==> config.mk <==
export PLATFORM = sky130hd
export DESIGN_NAME = swmc_ram
export DESIGN_NICKNAME = d
export VERILOG_FILES = /design/src/rtl/core/swmc_ram.sv
export SDC_FILE = /design/constraint.sdc
export NUM_CORES = 2
export LEC_CHECK = 0
export BUFFER_PORTS_ARGS = -buffer_cell sky130_fd_sc_hd__buf_2
export CORE_UTILIZATION = 23
export CTS_CLUSTER_DIAMETER = 200
export DETAILED_ROUTE_END_ITERATION = 12
export GPL_ROUTABILITY_DRIVEN = 1
export GPL_TIMING_DRIVEN = 0
export PLACE_DENSITY_LB_ADDON = 0.3
export SETUP_SLACK_MARGIN = 0.02
export SLEW_MARGIN = 25
export SYNTH_ARGS = -nofsm -noshare
export SYNTH_HDL_FRONTEND = slang
export SYNTH_SLANG_ARGS = --single-unit
==> constraint.sdc <==
create_clock -name clk -period 4.59 [get_ports clk]
set_input_delay 0.918 -clock clk [delete_from_list [all_inputs] [get_ports clk]]
set_output_delay 0.918 -clock clk [all_outputs]
set_load 0.02 [all_outputs]
==> src/rtl/core/swmc_ram.sv <==
// Generic single-port-write, single-port-read RAM with a registered read.
module swmc_ram #(
  parameter int WIDTH = 32,
  parameter int DEPTH = 64,
  localparam int AW = (DEPTH > 1) ? $clog2(DEPTH) : 1
) (
  input  logic             clk,
  input  logic             we,
  input  logic [AW-1:0]    waddr,
  input  logic [WIDTH-1:0] wdata,
  input  logic             re,
  input  logic [AW-1:0]    raddr,
  output logic [WIDTH-1:0] rdata
);

  logic [WIDTH-1:0] mem [DEPTH];

  always_ff @(posedge clk) begin
    if (we) begin
      mem[waddr] <= wdata;
    end
    if (re) begin
      rdata <= mem[raddr];
    end
  end

endmodule

==> impl_metrics.toml <==
[timing]
fmax_mhz = 217
rsz0062_at_grt = "no"
hold_viol = 0
tightestPinTransition_ns = 1.14
setup_viol = 1
final.setup.worst_slack_ns = -0.0157
period_minus_slack_ns = 4.61
slew_violations = 0
min_period_over_period = 1.00
fin_worst_skew_ns = 0.0420
slew_headroom = 0.237

[floorplanning]
dieArea_um2 = 345000
die_h_um = 587
io_pins = 79
start_util = 0.232
die_x_um = 587
coreArea_um2 = 340000
rows = 214

[critical_path]
cpPeakStageDelay_ns = 0.80
startpoint = "raddr[1]"
worst_ep_arrival_time_ns = 5.21
critPathTopFamily = "buffers and inverters"
startpoint_type = "primary input"
crit_top_cell = "buf_2"
critPathBufInv = 5
path_class = "primary input to flop"
path_max_fanout = 10
crit_chain = "buf_2 > buf_2 > buf_2 > clkbuf_1 > buf_2 > mux2i_1 > a21oi_1 > a21oi_1 > nor2_1"
worstPathRequired_ns = 5.20
cpMaxStageDelayCell = "a21oi_1"
r2r_start = "mem[26][18]"
end_kind = "flop"

[run]
max-cap-violations = 0

[route]
vias = 39100
drtIter0Drc = 5708
finalWirelength_mm = 262
via_per_inst = 4.61
remaining_drc_errors = 0
dr.pass1.iters = 6
wl_per_cell_um = 30.8
ant_nets = 0

[synth]
synth.distinct_cells = 33
netlist_area_um2 = 78800
async_reset_ff_frac = 0
synth_edf_count = 2080
syn-num-nets = 3371
synth-main-ff-cell = "edfxtp_1"
synthCells = 3324
ys_warn_count = 0
synth_area_per_cell_um2 = 23.7
ys_seq_elements = 2080
ys_seq_area_frac = 0.792

[worst_hold_path]
hp-class = "primary input to flop"
min_from = "wdata[13]"

[grt]
grt_pass1_wl_mm = 349
grt_antenna_before_repair = 31
grt_max_degree = 65
grt_pass1_vias = 39100
grt_overflow = 0
grt_use_total = 0.149

[layout]
final_common_cell = "edfxtp_1"
fillers = 33100
post-route-util = 0.281
nets = 3812
area_delta_synth_final_pct = 21.4
layout-drive-gt1-share = 0.317
final_cell_mix = "2080 x edfxtp_1, 544 x mux4_2, 218 x clkbuf_16"

[clock_network]
cts_hold_buffers = 0
path_clk_slew_ns = 0.06
clock_path_buffers = 3
clk_latency_ns = 0.85
cts-htree-levels = 4
cts_buffers = 216
clock_sinks = 2080
cts_tree = "yes"
root_buffer = "clkbuf_16"
cts_setup_buffers = 0
ctsResizeCount = 0

[pwr]
p_per_area_nw_per_um2 = 420
total_power_mw = 40.2
leakage_nw = 29.1
peakVddDrop_mv = 0.409

[place]
port-buffer-count = 70
hpwlAfterDp_mm = 176
gp_congestion = 0.811

[run_status]
status = "finished, violations left"
violations = "setup timing"
[worst register-to-register path: stages, from the launching register on]
cell and delay [ns]:
edfxtp_1 0.36, mux4_2 0.49, mux4_2 0.56, o22ai_1 0.86, nor2_1 0.39
[cells in the mapped netlist, drive strengths merged, types with 3 or more instances]
cell type	n	area [µm²]
a21oi	62	310
a22oi	12	90.1
a311oi	8	70.1
a41o	4	40.0
and3	4	25.0
buf	108	608
clkbuf	74	278
edfxtp	2080	62500
mux2i	93	931
mux4	544	12300
nand2	26	97.6
nand2b	8	50.1
nand3	5	25.0
nand3b	5	37.5
nor2	137	514
nor2b	15	93.8
nor3	7	35.0
o221ai	27	236
o22ai	84	526
o32ai	4	35.0
or2	3	18.8
or3	3	18.8
or3b	5	43.8
[cell type report]
cell class / count / area, µm² / share of cell area
sequential: 2080 / 62500 / 0.653
multi-input combinational: 1062 / 16000 / 0.167
tap: 4536 / 5680 / 0.0593
clock buffer: 270 / 5650 / 0.0590
timing repair buffer: 223 / 3940 / 0.0412
clock inverter: 127 / 1040 / 0.0109
buffer: 182 / 932 / 0.00974
antenna: 4 / 10.0 / 0.000105
[final timing paths]
check / endpoint / slack [ns] / depth (start not counted)
max: rdata[16] / -0.02 / 9
min: mem[54][13] / 0.54 / 1
max reg2reg: rdata[18] / 1.56 / 4
min reg2reg: rdata[4] / 1.20 / 4
[flip-flops by register name, indices dropped and copies added, names as in the netlist]
name	count
mem	2048
rdata	32
[per-layer routing]
metal / vias up / track usage / share of wire
met4: 22 / 0.0423 / 0.030
met1: 21700 / 0.196 / 0.40
met3: 376 / 0.0287 / 0.075
li1: 15300 / - / -
met5: - / 0 / 0.00045
met2: 1765 / 0.249 / 0.49
[cell families after synthesis]
logic type | share of synthesized area
AO/OA/AOI/OAI | 0.0167
buffers and inverters | 0.0112
flip-flops | 0.792
multiplexers | 0.167
AND/OR/NAND/NOR | 0.0126
[power by group]
part           internal (mW)  switching (mW)
clock network           9.30            7.46
logic                  0.742            1.61
registers               21.1          0.0438
[through the flow]
step           setup WS [ns]  hold WS, ns   TNS, ns  cells  instance area (µm²)
5_1_grt                0.217        0.495         0   8481                95700
4_1_cts                0.138        0.472         0   8480                95700
3_5_place_dp          -0.778         1.16    -12.15   8083                89000
2_1_floorplan          0.512        0.750         0   3324                78800
3_3_place_gp           -3.90         1.20  -3297.52   7930                84900
6_report             -0.0157        0.536   -0.0157   8484                95700
Note: power is estimated with default switching activity, not from simulation.
