--- src/rtl/core/swmc_pkg.sv ---
// Shared constants, state encoding and inter-module structs of the sliding window median block.
package swmc_pkg;

  localparam int WINDOW_MAX  = 64;
  localparam int SAMPLE_BITS = 32;

  localparam int PTR_W  = (WINDOW_MAX > 1) ? $clog2(WINDOW_MAX) : 1;
  localparam int CNT_W  = $clog2(WINDOW_MAX + 1);
  localparam int CFG_W  = 7;
  localparam int IN_W   = 32;
  localparam int MED_W  = 32;
  localparam int COST_W = 48;
  localparam int SUM_W  = SAMPLE_BITS + CNT_W;

  typedef enum logic [2:0] {
    ST_IDLE,
    ST_EVAL,
    ST_RING_WAIT,
    ST_PASS,
    ST_FLUSH,
    ST_RESULT
  } swmc_state_t;

  typedef struct packed {
    logic                   we;
    logic [PTR_W-1:0]       waddr;
    logic [SAMPLE_BITS-1:0] wdata;
    logic                   re;
    logic [PTR_W-1:0]       raddr;
  } swmc_mem_req_t;

  typedef struct packed {
    logic                   clear;
    logic                   push;
    logic                   load;
    logic                   even;
    logic [PTR_W-1:0]       idx;
    logic [PTR_W-1:0]       med_idx;
    logic [SAMPLE_BITS-1:0] data;
  } swmc_stat_ctl_t;

endpackage

--- src/rtl/core/swmc_stat.sv ---
// Median capture, partial sums around the median and the result register.
module swmc_stat import swmc_pkg::*; (
  input  logic              clk,
  input  logic              rst,
  input  swmc_stat_ctl_t    ctl,
  output logic              out_free,
  output logic              out_valid,
  input  logic              out_stall,
  output logic [MED_W-1:0]  median_value,
  output logic [COST_W-1:0] deviation_cost
);

  logic [SUM_W-1:0]       sum_lo, sum_hi;
  logic [SAMPLE_BITS-1:0] med;
  logic [COST_W-1:0]      cost_calc;

  assign out_free  = !out_valid || !out_stall;
  assign cost_calc = COST_W'(sum_hi) - COST_W'(sum_lo) - (ctl.even ? COST_W'(med) : '0);

  always_ff @(posedge clk) begin
    if (ctl.clear) begin
      sum_lo <= '0;
      sum_hi <= '0;
    end else if (ctl.push) begin
      if (ctl.idx < ctl.med_idx) begin
        sum_lo <= sum_lo + SUM_W'(ctl.data);
      end else if (ctl.idx == ctl.med_idx) begin
        med <= ctl.data;
      end else begin
        sum_hi <= sum_hi + SUM_W'(ctl.data);
      end
    end
    if (ctl.load) begin
      median_value   <= MED_W'(med);
      deviation_cost <= cost_calc;
    end
  end

  always_ff @(posedge clk) begin
    if (rst) begin
      out_valid <= 1'b0;
    end else if (ctl.load) begin
      out_valid <= 1'b1;
    end else if (!out_stall) begin
      out_valid <= 1'b0;
    end
  end

`ifndef NO_ASSERTIONS
  a_load_free: assert property (@(posedge clk) disable iff (rst) ctl.load |-> out_free)
    else $error("Result loaded over a transaction still pending.");
  a_load_shows: assert property (@(posedge clk) disable iff (rst) ctl.load |=> out_valid)
    else $error("Loaded result not presented.");
  a_clear_push: assert property (@(posedge clk) disable iff (rst) !(ctl.clear && ctl.push))
    else $error("Accumulator cleared and updated in the same cycle.");
`endif

endmodule

--- config.mk ---
export PLATFORM = sky130hd
export DESIGN_NAME = swmc_stat
export DESIGN_NICKNAME = d
export VERILOG_FILES = /design/src/rtl/core/swmc_pkg.sv /design/src/rtl/core/swmc_stat.sv
export SDC_FILE = /design/constraint.sdc
export NUM_CORES = 1
export LEC_CHECK = 0
export BUFFER_PORTS_ARGS = -buffer_cell sky130_fd_sc_hd__buf_4
export CAP_MARGIN = 10
export CORE_ASPECT_RATIO = 1.4
export CORE_MARGIN = 2
export CORE_UTILIZATION = 45
export DETAILED_ROUTE_END_ITERATION = 16
export HOLD_SLACK_MARGIN = 0.06
export SYNTH_ARGS = -nofsm -noshare
export SYNTH_HDL_FRONTEND = slang
export SYNTH_SLANG_ARGS = --single-unit
--- constraint.sdc ---
create_clock -name clk -period 5.5 [get_ports clk]
set_input_delay 0.275 -clock clk [delete_from_list [all_inputs] [get_ports clk]]
set_output_delay 0.275 -clock clk [all_outputs]
set_load 0.05 [all_outputs]
==> key figures <==
STA
  – Worst Skew: about 0.015 ns
  – Final period utilization: 0.923
  – Final setup fails: 0
  – Slew headroom: 0.375
  – Slew @ Worst Pin: ~0.94 ns
  – Setup TNS Final: 0 ns
  – F_max: 0.197 GHz
  – Final Hold Vio Count: 0
  – Final min period: about 5.1 ns
  – Max Slew Vio Count: 0

Worst setup path
  – Startpoint types: flip-flop
  – Max FO, Critical Path: 6
  – Data required, critical path: ~5.7 ns
  – WP data arrival: around 5.3 ns
  – Worst setup EP type: flip-flop
  – Crit Path Category: flip-flop to flip-flop
  – R2R depth: 23

CTS
  – Worst skew pair latency: roughly 0.46 ns
  – CTS Buf Count: 17
  – CTS Root Cell: clkbuf_16
  – Clk buf depth: 2
  – Num Clock Sinks: roughly 180
  – Worst-path clk slew: roughly 0.080 ns
  – CTS tree: built
  – H-Tree Depth: 4

GRT
  – First-pass GRT wire length: approximately 52000 um
  – Largest net degree at the start of global routing: 85
  – GR Overflow Total: 0
  – Initial antenna violation count: 0
  – Vias in the first global route: roughly 11000
  – Gr usage total: 0.214

Synthesis
  – Synth warn: 0
  – #FFs+latches synth: between 150 and 200
  – Avg Cell Area, Syn: 8.87 um2
  – Syn_nets: approximately 1700
  – Post-synth top area cell: edfxtp_1
  – EDFF count, synth: between 100 and 150
  – Cell variety after synth: 75
  – Post-Syn Area: about 13000 um2
  – Top-area cell type share of the netlist area: 0.238
  – Mapped Cells: approximately 1500
  – Main synth FF type: edfxtp_1
  – Synth area leaders: edfxtp_1, ha_1, dfxtp_1, a21oi_1, nand2_1
  – Fraction of registers with async set/reset: 0
  – Seq/Total Area, Yosys: 0.358

Pwr
  – LEAKAGE: 6.62 nW
  – Post-layout power: roughly 6.7 mW
  – Max VDD drop: about 250 uV
  – Power per cell area: ~430 nW/um2

Placement
  – PortBufs: ~130
  – GP Congestion: around 0.89
  – Hpwl dp: approximately 25000 um

Final layout
  – Layout fillers: around 2800
  – Ant diodes: 0
  – Core Util, Final: 0.533
  – Layout cells sized above 1: 0.129
  – Final net count: 1841
  – Layout area overhead: 17.1%

Floorplan
  – Die height: 207 um
  – Die ar.: 30800 um2
  – I/O pins: between 100 and 150
  – Width of the die: ~150 um
  – FP Rows: 74
  – Core ar.: between 20000 and 30000 um2
  – Starting density of the core: 0.455

Drt
  – DR iter-0 viols: 490
  – Residual DRC count: 0
  – DR vias: between 10000 and 15000
  – Final antenna-violating net count: 0
  – Routed len/inst: around 16 um
  – WL final: 31900 um
  – Vias per inst: around 5.4
  – DRT Pass-1 Iters: 5

Run status
  – Status: finished, final reports clean

Run
  – Max Cap Violations: 0

Min path
  – Worst Hold Class: input pin to flip-flop
  – Hold Path Depth: 4
[where the power goes]
part / total [mW] / internal, mW / switching, mW
combinational: 3.62 / 1.41 / 2.21
clock: 1.19 / 0.598 / 0.591
sequential: 1.85 / 1.77 / 0.0833
total: 6.66 / 3.78 / 2.88
[final cells by class]
class	instances	area, um2	share of cell area
well taps	380	475	0.0307
inverters	91	342	0.0220
clock buffers	18	429	0.0277
clock inverters	14	126	0.00816
flip-flops and latches	184	4730	0.306
repair buffers	174	1390	0.0898
multi-input cells	1177	8000	0.516
[final timing paths]
path | start | endpoint | slack [ns]
worst min-delay path | ctl[47] | sum_lo[32] | 0.35
worst min register to register | med[6] | median_value[6] | 0.45
worst max-delay path | sum_hi[0] | deviation_cost[39] | 0.42
worst max register to register | sum_hi[0] | deviation_cost[39] | 0.42
[layer usage]
metal  vias to the layer above  track usage  wire (um)
met5                         -            0          0
met4                         0       0.0728        674
met3                        39       0.0325       1370
met2                       213        0.337      13900
met1                      5088        0.299      15900
li1                       5727            -          -
[layout by cell type, fill, tap and decap left out, types with 6 or more instances in the layout]
cell type / n
clkbuf_16: 17
xor2_1: 37
nor2_1: 100
inv_6: 6
o31a_1: 6
and3_1: 13
a21oi_1: 162
or4_1: 9
or3_1: 17
nand2b_1: 20
dlygate4sd3_1: 34
nand3_1: 32
and2_1: 9
inv_1: 91
a21o_1: 56
nand2_1: 175
a31oi_1: 11
dfxtp_1: 79
o211ai_1: 13
buf_4: 140
o21bai_1: 13
nor2b_1: 20
a211oi_1: 11
ha_1: 141
edfxtp_1: 105
nor3_1: 33
or2_2: 9
xnor2_1: 69
a211o_1: 6
nand4_1: 14
o21a_1: 29
o31ai_1: 13
o21ai_0: 71
[synth_stat cells, types with 14 or more instances]
cell type and number:
nand2_1 175, a21oi_1 162, ha_1 141, edfxtp_1 105, nor2_1 101, inv_1 91, dfxtp_1 79, o21ai_0 73
xnor2_1 69, a21o_1 56, xor2_1 37, nor3_1 33, nand3_1 32, clkbuf_1 30, o21a_1 29, nand2b_1 20
nor2b_1 20, or3_1 17, and3_1 14, nand4_1 14
[state kept, by name (all words and copies together) (netlist names)]
| signal | cells |
|---|---|
| out_valid | 1 |
| med | 32 |
| deviation_cost | 41 |
| median_value | 32 |
| sum_lo | 39 |
| sum_hi | 39 |
[worst max-delay path, stage by stage (launching register included)]
cell	delay, ns
dfxtp_1	0.36
inv_1	0.05
ha_1	0.21
fa_1	0.41
nand2b_1	0.20
a21oi_1	0.18
o211ai_1	0.17
a211oi_1	0.23
buf_4	0.16
o211ai_1	0.08
a41oi_1	0.29
o21a_1	0.16
o21ai_0	0.08
nand2b_1	0.10
xor2_1	0.17
ha_1	0.31
a21oi_1	0.17
nor2b_1	0.08
or4_1	0.40
o21a_1	0.22
a211oi_2	0.28
and3_4	0.23
and4bb_1	0.22
xnor2_1	0.07
[per-stage QoR]
stage	cell area (um2)	hold slack [ns]	instances	worst slack [ns]
after floorplan	13200	0.347	1492	0.868
after global placement	14600	0.423	1971	0.385
final	15500	0.349	2038	0.423
after detailed placement	14600	0.432	1971	0.309
after global routing	15500	0.378	2038	-0.0126
after CTS	15500	0.338	2037	0.268
[logic make-up (layout without fill, tap and decap cells)]
kind of cell,count (synthesis),in the layout,share of synthesized area
AO/OA/AOI/OAI,452,452,0.222
XOR/XNOR,106,106,0.0702
adder cells (fa/ha/maj),145,145,0.139
buffers and inverters,131,297,0.0394
flip-flops,184,184,0.358
multiplexers,2,2,0.00170
AND/OR/NAND/NOR,472,472,0.169
[timing repair]
action,CTS,global route
hold buffers,34,0
setup buffers,0,1
gates resized for setup,0,5
endpoints found under the setup margin,0,3
hold endpoints to repair,33,0
Power figures use the tool's default switching activity.
