===== config.mk =====
export PLATFORM = sky130hd
export DESIGN_NAME = swmc_ctrl
export DESIGN_NICKNAME = d
export VERILOG_FILES = /design/src/rtl/core/swmc_pkg.sv /design/src/rtl/core/swmc_ctrl.sv
export SDC_FILE = /design/constraint.sdc
export NUM_CORES = 1
export LEC_CHECK = 0
export BUFFER_PORTS_ARGS = -buffer_cell sky130_fd_sc_hd__buf_2
export CORE_MARGIN = 2
export CORE_UTILIZATION = 48
export CTS_CLUSTER_DIAMETER = 120
export DETAILED_ROUTE_END_ITERATION = 8
export GPL_TIMING_DRIVEN = 0
export PLACE_DENSITY_LB_ADDON = 0.2
export REMOVE_ABC_BUFFERS = 1
export SETUP_SLACK_MARGIN = 0.1
export SYNTH_ARGS = -nofsm -noshare
export SYNTH_HDL_FRONTEND = slang
export SYNTH_SLANG_ARGS = --single-unit

===== constraint.sdc =====
create_clock -name clk -period 4 [get_ports clk]
set_input_delay 0.4 -clock clk [delete_from_list [all_inputs] [get_ports clk]]
set_output_delay 0.4 -clock clk [all_outputs]
set_load 0.01 [all_outputs]

===== src/rtl/core/swmc_pkg.sv =====
// Shared constants, state encoding and inter-module structs of the sliding window median block.
package swmc_pkg;

  localparam int WINDOW_MAX  = 64;
  localparam int SAMPLE_BITS = 32;

  localparam int PTR_W  = (WINDOW_MAX > 1) ? $clog2(WINDOW_MAX) : 1;
  localparam int CNT_W  = $clog2(WINDOW_MAX + 1);
  localparam int CFG_W  = 7;
  localparam int IN_W   = 32;
  localparam int MED_W  = 32;
  localparam int COST_W = 48;
  localparam int SUM_W  = SAMPLE_BITS + CNT_W;

  typedef enum logic [2:0] {
    ST_IDLE,
    ST_EVAL,
    ST_RING_WAIT,
    ST_PASS,
    ST_FLUSH,
    ST_RESULT
  } swmc_state_t;

  typedef struct packed {
    logic                   we;
    logic [PTR_W-1:0]       waddr;
    logic [SAMPLE_BITS-1:0] wdata;
    logic                   re;
    logic [PTR_W-1:0]       raddr;
  } swmc_mem_req_t;

  typedef struct packed {
    logic                   clear;
    logic                   push;
    logic                   load;
    logic                   even;
    logic [PTR_W-1:0]       idx;
    logic [PTR_W-1:0]       med_idx;
    logic [SAMPLE_BITS-1:0] data;
  } swmc_stat_ctl_t;

endpackage


===== src/rtl/core/swmc_ctrl.sv =====
// Sequencer that evicts, inserts and streams the sorted window through merge passes.
module swmc_ctrl import swmc_pkg::*; (
  input  logic                   clk,
  input  logic                   rst,
  input  logic                   cfg_we,
  input  logic [CFG_W-1:0]       cfg_data,
  input  logic                   in_valid,
  output logic                   in_stall,
  input  logic [IN_W-1:0]        sample,
  output swmc_mem_req_t          ring_req,
  input  logic [SAMPLE_BITS-1:0] ring_rdata,
  output swmc_mem_req_t          sort_req,
  input  logic [SAMPLE_BITS-1:0] sort_rdata,
  output swmc_stat_ctl_t         stat_ctl,
  input  logic                   out_free
);

  swmc_state_t state, state_next;

  logic [CFG_W-1:0]       wlen;
  logic [CNT_W-1:0]       eff_len, half_len;
  logic [CNT_W-1:0]       fill, fill_next;
  logic [CNT_W-1:0]       rd_idx, rd_idx_next;
  logic [CNT_W-1:0]       wr_idx, wr_idx_next;
  logic [PTR_W-1:0]       rp, rp_next, rp_inc, oldest;
  logic [CNT_W:0]         oldest_sum;
  logic [SAMPLE_BITS-1:0] smp, rem_val, qd, qd_next, wr_data;
  logic                   d_valid, d_valid_next;
  logic                   qv, qv_next;
  logic                   inserted, inserted_next;
  logic                   removed, removed_next;
  logic                   do_ins, do_ins_next;
  logic                   do_rem, do_rem_next;
  logic                   accept, ins_pend, rem_pend, ins_now, keep_d, wr_en, capture_rem;

  assign in_stall = (state != ST_IDLE);
  assign accept   = in_valid && !in_stall;

  always_comb begin
    if (wlen == '0) begin
      eff_len = CNT_W'(1);
    end else if (32'(wlen) > WINDOW_MAX) begin
      eff_len = CNT_W'(WINDOW_MAX);
    end else begin
      eff_len = CNT_W'(wlen);
    end
  end

  assign half_len = (eff_len - CNT_W'(1)) >> 1;

  assign oldest_sum = (CNT_W+1)'(rp) + (CNT_W+1)'(WINDOW_MAX) - (CNT_W+1)'(fill);
  assign oldest = (oldest_sum >= (CNT_W+1)'(WINDOW_MAX)) ?
                  PTR_W'(oldest_sum - (CNT_W+1)'(WINDOW_MAX)) : PTR_W'(oldest_sum);
  assign rp_inc = (rp == PTR_W'(WINDOW_MAX - 1)) ? '0 : rp + PTR_W'(1);

  assign ins_pend = do_ins && !inserted;
  assign rem_pend = do_rem && !removed;
  assign ins_now  = d_valid && ins_pend && (smp < sort_rdata);
  assign keep_d   = d_valid && !(rem_pend && (sort_rdata == rem_val));

  always_comb begin
    state_next    = state;
    fill_next     = fill;
    rp_next       = rp;
    rd_idx_next   = rd_idx;
    wr_idx_next   = wr_idx;
    d_valid_next  = 1'b0;
    qv_next       = qv;
    qd_next       = qd;
    inserted_next = inserted;
    removed_next  = removed;
    do_ins_next   = do_ins;
    do_rem_next   = do_rem;
    capture_rem   = 1'b0;
    wr_en         = 1'b0;
    wr_data       = qd;
    ring_req      = '0;
    sort_req      = '0;
    stat_ctl      = '0;
    case (state)
      ST_IDLE: begin
        if (accept) begin
          state_next = ST_EVAL;
        end
      end
      ST_EVAL: begin
        do_rem_next   = (fill >= eff_len);
        do_ins_next   = (fill <= eff_len);
        rd_idx_next   = '0;
        wr_idx_next   = '0;
        qv_next       = 1'b0;
        inserted_next = 1'b0;
        removed_next  = 1'b0;
        stat_ctl.clear = (fill <= eff_len);
        if (fill >= eff_len) begin
          ring_req.re    = 1'b1;
          ring_req.raddr = oldest;
          state_next     = ST_RING_WAIT;
        end else begin
          state_next = ST_PASS;
        end
      end
      ST_RING_WAIT: begin
        capture_rem = 1'b1;
        state_next  = ST_PASS;
      end
      ST_PASS: begin
        if (rd_idx < fill) begin
          sort_req.re    = 1'b1;
          sort_req.raddr = rd_idx[PTR_W-1:0];
          rd_idx_next    = rd_idx + CNT_W'(1);
          d_valid_next   = 1'b1;
        end
        if (d_valid && rem_pend && (sort_rdata == rem_val)) begin
          removed_next = 1'b1;
        end
        if (ins_now) begin
          inserted_next = 1'b1;
        end
        if (qv) begin
          wr_en   = 1'b1;
          wr_data = qd;
          qv_next = keep_d;
          qd_next = sort_rdata;
        end else if (ins_now) begin
          wr_en   = 1'b1;
          wr_data = smp;
          qv_next = keep_d;
          qd_next = sort_rdata;
        end else if (keep_d) begin
          wr_en   = 1'b1;
          wr_data = sort_rdata;
          qv_next = 1'b0;
        end
        if (!d_valid && (rd_idx == fill)) begin
          state_next = ST_FLUSH;
        end
      end
      ST_FLUSH: begin
        if (qv) begin
          wr_en   = 1'b1;
          wr_data = qd;
          qv_next = 1'b0;
        end else if (ins_pend) begin
          wr_en         = 1'b1;
          wr_data       = smp;
          inserted_next = 1'b1;
        end
        fill_next = fill + CNT_W'(do_ins) - CNT_W'(do_rem);
        if (do_ins) begin
          ring_req.we    = 1'b1;
          ring_req.waddr = rp;
          ring_req.wdata = smp;
          rp_next        = rp_inc;
          state_next     = (fill_next == eff_len) ? ST_RESULT : ST_IDLE;
        end else begin
          state_next = ST_EVAL;
        end
      end
      ST_RESULT: begin
        if (out_free) begin
          stat_ctl.load = 1'b1;
          state_next    = ST_IDLE;
        end
      end
      default: begin
        state_next = ST_IDLE;
      end
    endcase
    sort_req.we    = wr_en;
    sort_req.waddr = wr_idx[PTR_W-1:0];
    sort_req.wdata = wr_data;
    if (wr_en) begin
      wr_idx_next = wr_idx + CNT_W'(1);
    end
    stat_ctl.push    = wr_en && do_ins;
    stat_ctl.idx     = wr_idx[PTR_W-1:0];
    stat_ctl.data    = wr_data;
    stat_ctl.med_idx = half_len[PTR_W-1:0];
    stat_ctl.even    = ~eff_len[0];
  end

  always_ff @(posedge clk) begin
    if (rst) begin
      state    <= ST_IDLE;
      wlen     <= CFG_W'(1);
      fill     <= '0;
      rp       <= '0;
      rd_idx   <= '0;
      wr_idx   <= '0;
      d_valid  <= 1'b0;
      qv       <= 1'b0;
      inserted <= 1'b0;
      removed  <= 1'b0;
      do_ins   <= 1'b0;
      do_rem   <= 1'b0;
    end else begin
      state    <= state_next;
      if (cfg_we) begin
        wlen <= cfg_data;
      end
      fill     <= fill_next;
      rp       <= rp_next;
      rd_idx   <= rd_idx_next;
      wr_idx   <= wr_idx_next;
      d_valid  <= d_valid_next;
      qv       <= qv_next;
      inserted <= inserted_next;
      removed  <= removed_next;
      do_ins   <= do_ins_next;
      do_rem   <= do_rem_next;
    end
  end

  always_ff @(posedge clk) begin
    if (accept) begin
      smp <= sample[SAMPLE_BITS-1:0];
    end
    if (capture_rem) begin
      rem_val <= ring_rdata;
    end
    qd <= qd_next;
  end

`ifndef NO_ASSERTIONS
  a_queue_single: assert property (@(posedge clk) disable iff (rst) qv |-> !ins_now)
    else $error("Merge queue would overflow.");
  a_no_rw_clash: assert property (@(posedge clk) disable iff (rst)
      (sort_req.we && sort_req.re) |-> (sort_req.waddr != sort_req.raddr))
    else $error("Sorted store read and written at the same entry.");
  a_fill_bound: assert property (@(posedge clk) disable iff (rst)
      fill <= CNT_W'(WINDOW_MAX))
    else $error("Fill count exceeds the window capacity.");
  a_pass_done_empty: assert property (@(posedge clk) disable iff (rst)
      (state == ST_FLUSH) |=> !qv)
    else $error("Merge queue not drained at the end of a pass.");
`endif

endmodule


==> flow_summary.ini <==
[run_status]
status = completed

[floorplan]
initial_utilization = 0.494
dieWidth_um = 138
fp.dieH_um = 138
core_mm2 = 0.0174
dieArea_mm2 = 0.0189
num_rows = 48
ios = 249

[setup_path]
r2r-start = do_ins
max_stage_delay_ps = 450
cp_max_fo = 25
r2r-end = state[2]
cp-end-kind = output pin
cp_slowest_cell = edfxtp_1
critPathBufInv = 2
path_cells = ha_1 > nand4_1 > nor4_2 > inv_1 > nor3_4 > a21o_4 > nand2_8 > o221ai_1 > o311ai_1 > buf_2
reg2reg_depth = 14
crit_cells = 10
reg2reg_slack_ps = 590
cp-start-kind = flip-flop
arrival_ps = 3340
required_ps = 3600
crit_type = reg2out
critical-path-top-delay-family = simple AND/OR/NAND/NOR gates

[sta]
finalHoldViolations = 0
fmax_ghz = 0.268
holdWs_ps = 137
rsz0062_at_grt = no
min_period_over_period = 0.934
finalCriticalPeriod_ps = 3740
maxSlewHeadroom = 0.404
setup_viol_count_final = 0
tightest_slew_ps = 895
drv_slew = 0
finClkSkew_ps = 9.73
timing.final.ws_setup_ps = 265

[clocking]
cts_buffers = 17
clock_latency_ps = 430
cts.reportedPaths.clkPinSlew_ps = 60
clk_path_buf_depth = 2
clockRootBuffer = clkbuf_16
clkSinkCount = 138
cts_tree = done
h-tree-depth = 4

[detailed_routing]
via_count = 7615
drt_pass1_iterations = 5
drt-wirelength-per-cell_um = 18.3
routed_via_density = 5.62
routed_wl_um = 24800
antenna_left = 0
drt_first_iter_violations = 482
route.detailed.drc = 0

[place]
place_ws_ps = -642
port_buffers = 248
dp_cells = 1306
place.gp.congestion = 0.853
place_hpwl_um = 17900

[global_routing]
grt_max_degree = 34
antenna_found_initial = 1
grt_pass1_vias = 7084
overflow = 0
grt_usage = 0.260
grt_pass1_wl_um = 37000

[yosys]
syn_area_mm2 = 0.00857
synth_ff_type = edfxtp_1
syn_inst = 902
ys_warn_count = 0
syn_avg_cell_area_um2 = 9.50
ys_seq_area_frac = 0.435
synth_edf_count = 96
synth.ff_latch_count = 138
synth_cell_types = 57
async_flop_share = 0

[pwr]
power_density_mw_per_mm2 = 387
p_sw_mw = 1.21
combPwrFrac = 0.182
switching_share = 0.294
p_total_mw = 4.13
power_frac_seq = 0.416
ir_drop_mv = 0.316
p_int_mw = 2.91
power_frac_clock = 0.402
static-leakage-power_nw = 4.76

[layout]
finalNetCount = 1285
drive_gt1_frac = 0.289
final_cells = 1354
mostFrequentLayoutCells = 248 x buf_2, 96 x edfxtp_1, 84 x nand2_1
final_common_cell = buf_2
syn_to_final_growth_pct = 24.6
utilization = 0.615

[flow_run]
drv_cap = 0

[worst_hold_path]
min_from = ring_rdata[5]
worst_hold_path_type = in2reg
holdPathStages = 1
min_to = rem_val[5]
[per-stage QoR]
stage | TNS (ps) | area, µm²
after CTS | 0 | 10600
after floorplan | -3670 | 8120
after global placement | -277610 | 9650
after detailed placement | -23810 | 9800
after global routing | 0 | 10700
final | 0 | 10700
[power by group through the flow]
stage	logic, mW	registers [mW]	clock network [mW]
after floorplan	0.415	1.71	0
after global placement	0.692	1.74	0
after detailed placement	0.710	1.75	0
after CTS	0.738	1.72	1.68
after global routing	0.826	1.73	1.73
final	0.749	1.72	1.66
[state kept, by name (all words and copies together) (netlist names)]
signal / count
rp: 6
removed: 1
smp: 32
do_ins: 1
state: 3
do_rem: 1
inserted: 1
qv: 1
rd_idx: 7
rem_val: 32
qd: 32
d_valid: 1
fill: 7
wr_idx: 6
wlen: 7
[worst register-to-register path, cell delays in order, from the launching register on]
cell      delay (ps)
dfxtp_4          600
inv_1            360
ha_1             380
inv_1             50
ha_1             150
inv_1             50
fa_1             400
nor2b_1          110
o21ai_0           90
a21boi_0         340
nor2_1           130
xnor2_1          140
nor3_1           280
nand3_1          110
o21ai_0          140
[final cells by class]
type                    instances  area (µm²)
inverters                      71         267
diodes                          2        5.00
fillers                      1482        6680
clock buffers                  17         425
well taps                     225         282
multi-input cells             619        4330
repair buffers                267        1450
clock inverters                15         189
flip-flops and latches        138        3730
[Yosys cell counts (all sizes together), types with 28 or more instances]
| cell type | n | area, µm² |
|---|---|---|
| nand2 | 85 | 319 |
| xnor2 | 28 | 245 |
| a21oi | 46 | 230 |
| nor2 | 56 | 215 |
| ha | 61 | 763 |
| dfxtp | 42 | 841 |
| o211ai | 34 | 255 |
| and3 | 33 | 206 |
| edfxtp | 96 | 2880 |
| inv | 69 | 259 |
| clkbuf | 31 | 116 |
| nand3 | 59 | 295 |
| buf | 45 | 325 |
[repair_timing]
action                                  in CTS  in global routing
pin swaps                                    3                  4
buffers inserted                             6                  6
hold buffers                                 0                  0
resized for setup                           21                  3
cloned                                       1                  1
endpoints found under the setup margin      68                 61
[cells by family after synthesis]
group | Yosys count | synth area share
AND/OR/NAND/NOR | 311 | 0.178
AO/OA/AOI/OAI | 181 | 0.147
buffers and inverters | 147 | 0.0827
flip-flops | 138 | 0.435
adder cells (fa/ha/maj) | 63 | 0.0938
XOR/XNOR | 55 | 0.0562
multiplexers | 7 | 0.00818
[worst max path at each step]
stage,start,end
CTS,smp[31],sort_req[37]
global route,state[2],sort_req[38]
detailed placement,do_ins,sort_req[37]
finish,smp[30],sort_req[37]
global placement,state[2],sort_req[37]
floorplan,state[2],sort_req[37]
[metal layers]
layer,vias to the layer above,track usage,part of all wire
li1,3692,-,-
met1,3555,0.322,0.41
met2,309,0.432,0.49
met3,59,0.0537,0.063
met4,0,0.129,0.040
met5,-,0,0
No activity file was read; power rests on OpenSTA's default activity.
